**config.mk**
```make
export PLATFORM = sky130hd
export DESIGN_NAME = imufr_queue
export DESIGN_NICKNAME = d
export VERILOG_FILES = /design/src/design/imufr_queue.sv
export SDC_FILE = /design/constraint.sdc
export NUM_CORES = 1
export LEC_CHECK = 0
export BUFFER_PORTS_ARGS = -buffer_cell sky130_fd_sc_hd__buf_2
export CAP_MARGIN = 0
export CORE_MARGIN = 1
export CORE_UTILIZATION = 38
export DETAILED_ROUTE_END_ITERATION = 16
export PLACE_DENSITY = 0.61
export SETUP_SLACK_MARGIN = 0.05
export SLEW_MARGIN = 0
export SYNTH_ARGS = -nofsm -noshare
export SYNTH_HDL_FRONTEND = slang
export SYNTH_SLANG_ARGS = --single-unit
```
**constraint.sdc**
```tcl
create_clock -name clk_i -period 1.9 [get_ports clk_i]
set_input_delay 0.19 -clock clk_i [delete_from_list [all_inputs] [get_ports clk_i]]
set_output_delay 0.19 -clock clk_i [all_outputs]
set_load 0.01 [all_outputs]
```
**src/design/imufr_queue.sv**
```systemverilog
// Short word queue between the front and back ends of the IMU frame rotation block.
// Generic in width and depth; no package dependency.
module imufr_queue #(
  parameter int WIDTH = 8,
  parameter int DEPTH = 2
) (
  input  logic             clk_i,
  input  logic             rst_ni,
  input  logic             push_i,
  input  logic [WIDTH-1:0] wdata_i,
  input  logic             pop_i,
  output logic [WIDTH-1:0] rdata_o,
  output logic             empty_o,
  output logic             full_o
);

  localparam int PTR_W = (DEPTH > 1) ? $clog2(DEPTH) : 1;
  localparam int CNT_W = $clog2(DEPTH + 1);

  logic [WIDTH-1:0] mem_q [DEPTH];
  logic [PTR_W-1:0] wr_q, wr_d, rd_q, rd_d;
  logic [CNT_W-1:0] cnt_q, cnt_d;
  logic             do_push, do_pop;

  assign empty_o = (cnt_q == '0);
  assign full_o  = (cnt_q == CNT_W'(DEPTH));
  assign do_push = push_i && !full_o;
  assign do_pop  = pop_i && !empty_o;
  assign rdata_o = mem_q[rd_q];

  always_comb begin
    wr_d  = wr_q;
    rd_d  = rd_q;
    cnt_d = cnt_q;
    if (do_push) begin
      wr_d = (wr_q == PTR_W'(DEPTH - 1)) ? '0 : wr_q + PTR_W'(1);
    end
    if (do_pop) begin
      rd_d = (rd_q == PTR_W'(DEPTH - 1)) ? '0 : rd_q + PTR_W'(1);
    end
    if (do_push && !do_pop) begin
      cnt_d = cnt_q + CNT_W'(1);
    end else if (do_pop && !do_push) begin
      cnt_d = cnt_q - CNT_W'(1);
    end
  end

  always_ff @(posedge clk_i or negedge rst_ni) begin
    if (!rst_ni) begin
      wr_q  <= '0;
      rd_q  <= '0;
      cnt_q <= '0;
    end else begin
      wr_q  <= wr_d;
      rd_q  <= rd_d;
      cnt_q <= cnt_d;
    end
  end

  always_ff @(posedge clk_i) begin
    if (do_push) begin
      mem_q[wr_q] <= wdata_i;
    end
  end

endmodule

```
==> impl_metrics.py <==
metrics = {
    "floorplan": {
        "die_area_um2": 2223,
        "fp.coreArea_um2": 1821,
        "die_x_um": 47.15,
        "die_h_um": 47.15,
        "start_util_pct": 42.54,
        "io_pins": 22,
        "row_count": 15,
    },
    "cts": {
        "ctsResizeCount": 0,
        "cts.sinks": 20,
        "hold_buffers": 1,
        "htree_levels": 1,
        "clockRootBuffer": "clkbuf_4",
        "postCtsSetupRepairBufs": 0,
        "clockBufferDepth": 2,
        "cts_made_buffers": 3,
        "cts_tree": "built",
        "path_clk_slew_ns": 0.10,
        "clk_latency_ns": 0.28,
    },
    "status": {
        "status": "complete, no violations",
    },
    "detailed_routing": {
        "via_per_inst": 4.347,
        "drtAntennaViolNets": 0,
        "vias": 413,
        "drt_iter0_drc": 9,
        "wire_per_inst_um": 11.01,
        "wirelength_mm": 1.046,
        "drt_first_pass_iters": 2,
        "drc": 0,
    },
    "sta": {
        "worst_slack_ns": 0.3293,
        "maxSlewViolCount": 0,
        "hold_viol_final": 0,
        "setup_tns_ns": 0,
        "rsz0062_at_grt": "no",
        "period_share_pct": 82.67,
        "relSlewSlack_pct": 74.11,
        "clock.fmax_mhz": 636.7,
        "setup_viol": 0,
        "fin_worst_skew_ns": 0.002327,
        "worstMarginPinSlew_ns": 0.3883,
        "period_needed_ns": 1.571,
    },
    "global_routing": {
        "first_global_vias": 376,
        "grtUsageTotal_pct": 10.74,
        "grt_first_pass_wirelength_mm": 1.559,
        "grt.overflow.total": 0,
        "grt_antenna_before_repair": 0,
        "grt_max_degree": 12,
    },
    "layout": {
        "fin_util_pct": 52.16,
        "instances_no_fill": 95,
        "final_area_um2": 949.7,
        "drive_above_1_share_pct": 38.57,
        "fin_nets": 84,
        "areaGrowthSynthToFinish_pct": 22.62,
        "antenna_cells": 0,
    },
    "yosys": {
        "yosysUniqueCellTypes": 14,
        "avgSynthCellArea_um2": 17.60,
        "synth_fp_nets": 57,
        "syn_inst": 44,
        "synth_warnings": 0,
        "ys_seq_area_share_pct": 74.96,
        "yosys_register_bits": 20,
        "netlist_area_um2": 774.5,
    },
    "power_and_ir_drop": {
        "vdd_drop_max_mv": 0.8489,
        "seq_power_share_pct": 52.5,
        "p_sw_share_pct": 31.58,
        "p_per_area_nw_per_um2": 1402,
        "power_leakage_nw": 0.3932,
        "switching_power_w": 0.0004204,
        "internal-power_w": 0.0009107,
        "clkPwrFrac_pct": 14.2,
        "p_comb_share_pct": 33.3,
    },
    "worst_setup_path": {
        "slowest_stage": "dfrtp_1",
        "worst_setup_path_end_kind": "primary output",
        "crit_chain": "mux2_1 > buf_2",
        "critPathKind": "register to primary output",
        "required_ns": 1.71,
        "crit_path_max_fanout": 9,
        "path_delay_family": "flip-flops",
        "crit_path_max_incr_delay_ns": 0.58,
        "cp-start-kind": "register",
        "reg2reg_slack_ns": 0.45,
        "crit_buf_inv": 1,
        "cp_data_arrival_time_ns": 1.38,
    },
    "placed_design": {
        "hpwl_um": 771.4,
        "pre_cts_ws_ns": 0.4576,
        "place_area_um2": 913.4,
        "gp_congestion": 0.6294,
        "portBuffers": 21,
        "dpl.cell_count": 90,
    },
    "min_path": {
        "hold_class": "input pin to register",
    },
    "flow_run": {
        "maxCapViolCount": 0,
    },
}
-- registers in the layout, indices dropped and copies added, names as in the netlist --
signal	cells
mem_q	16
cnt_q	2
rd_q	1
wr_q	1
-- synth_stat cells --
master	number	area [µm²]
o21ai_1	1	5.000
ha_1	1	12.51
buf_2	1	5.000
and3_1	1	6.260
xor2_1	2	17.52
inv_1	2	7.510
mux2_1	7	78.83
nor2_1	3	11.26
nand2_2	1	6.260
nand2b_1	1	6.260
mux2_2	1	11.26
dfrtp_1	4	100.1
edfxtp_1	16	480.5
xnor2_1	3	26.28
-- final timing paths --
path | from | end | cells after the start
setup / recovery | rd_q | rdata_o[1] | 2
max in group asynchronous | rst_ni | cnt_q[1] | 2
setup reg to reg | cnt_q[0] | cnt_q[1] | 7
hold reg to reg | wr_q | wr_q | 1
hold / removal | wdata_i[1] | mem_q[1][1] | 1
min in group asynchronous | rst_ni | cnt_q[0] | 2
-- routing by layer --
| metal | GRT usage, % | routed length (µm) |
|---|---|---|
| met5 | 0 | 0 |
| met4 | 3.429 | 0 |
| met3 | 3.462 | 48 |
| met2 | 18.33 | 541 |
| met1 | 12.94 | 456 |
-- through the flow --
stage / hold WS (ns) / total power (W)
3_5_place_dp: 0.003568 / 0.001157
3_3_place_gp: 0.002622 / 0.001153
4_1_cts: 0.07031 / 0.001357
5_1_grt: 0.06697 / 0.001425
2_1_floorplan: -0.1056 / 0.0009958
6_report: 0.08709 / 0.001331
-- cell usage in the layout, fill, tap and decap left out, types with 2 or more instances in the layout --
cell      Yosys  routed
buf_2         1      21
clkbuf_4      0       3
dfrtp_1       4       4
edfxtp_1     16      16
inv_1         2       2
mux2_1        7       7
nor2_1        3       3
xnor2_1       3       3
xor2_1        2       2
-- layout make-up --
| type | instances | area (µm²) |
|---|---|---|
| fill | 161 | 870.8 |
| sequential | 20 | 580.6 |
| clock buffer | 3 | 22.52 |
| inverter | 2 | 7.507 |
| timing repair buffer | 23 | 122.6 |
| tap | 25 | 31.28 |
| multi-input combinational | 21 | 181.4 |
| clock inverter | 1 | 3.754 |
-- worst register-to-register path, delay by kind of cell (launching register included) --
| family | cells | cell delay [ns] |
|---|---|---|
| and+or+nand+nor | 3 | 0.42 |
| DFF | 1 | 0.44 |
| adders and majority gates | 1 | 0.20 |
| buffers and inverters | 1 | 0.05 |
| xor gates and xnor gates | 2 | 0.29 |
-- power groups by stage --
stage / clock network, W / logic [W] / registers, W
6_report: 0.000189 / 0.000443 / 0.000699
5_1_grt: 0.000219 / 0.000495 / 0.000711
4_1_cts: 0.000203 / 0.000451 / 0.000703
3_5_place_dp: 0 / 0.000444 / 0.000713
3_3_place_gp: 0 / 0.000443 / 0.000710
2_1_floorplan: 0 / 0.000332 / 0.000664
-- kinds of logic (layout without fill, tap and decap cells) --
| kind of cell | Yosys count | in the layout | synth area share [%] |
|---|---|---|---|
| flip-flops | 20 | 20 | 74.96 |
| multiplexers | 8 | 8 | 11.63 |
| AND/OR/NAND/NOR | 6 | 6 | 3.879 |
| XOR/XNOR | 5 | 5 | 5.655 |
| buffers and inverters | 3 | 29 | 1.615 |
| adder cells (fa/ha/maj) | 1 | 1 | 1.615 |
| AO/OA/AOI/OAI | 1 | 1 | 0.6456 |
No activity file was read; power rests on OpenSTA's default activity.
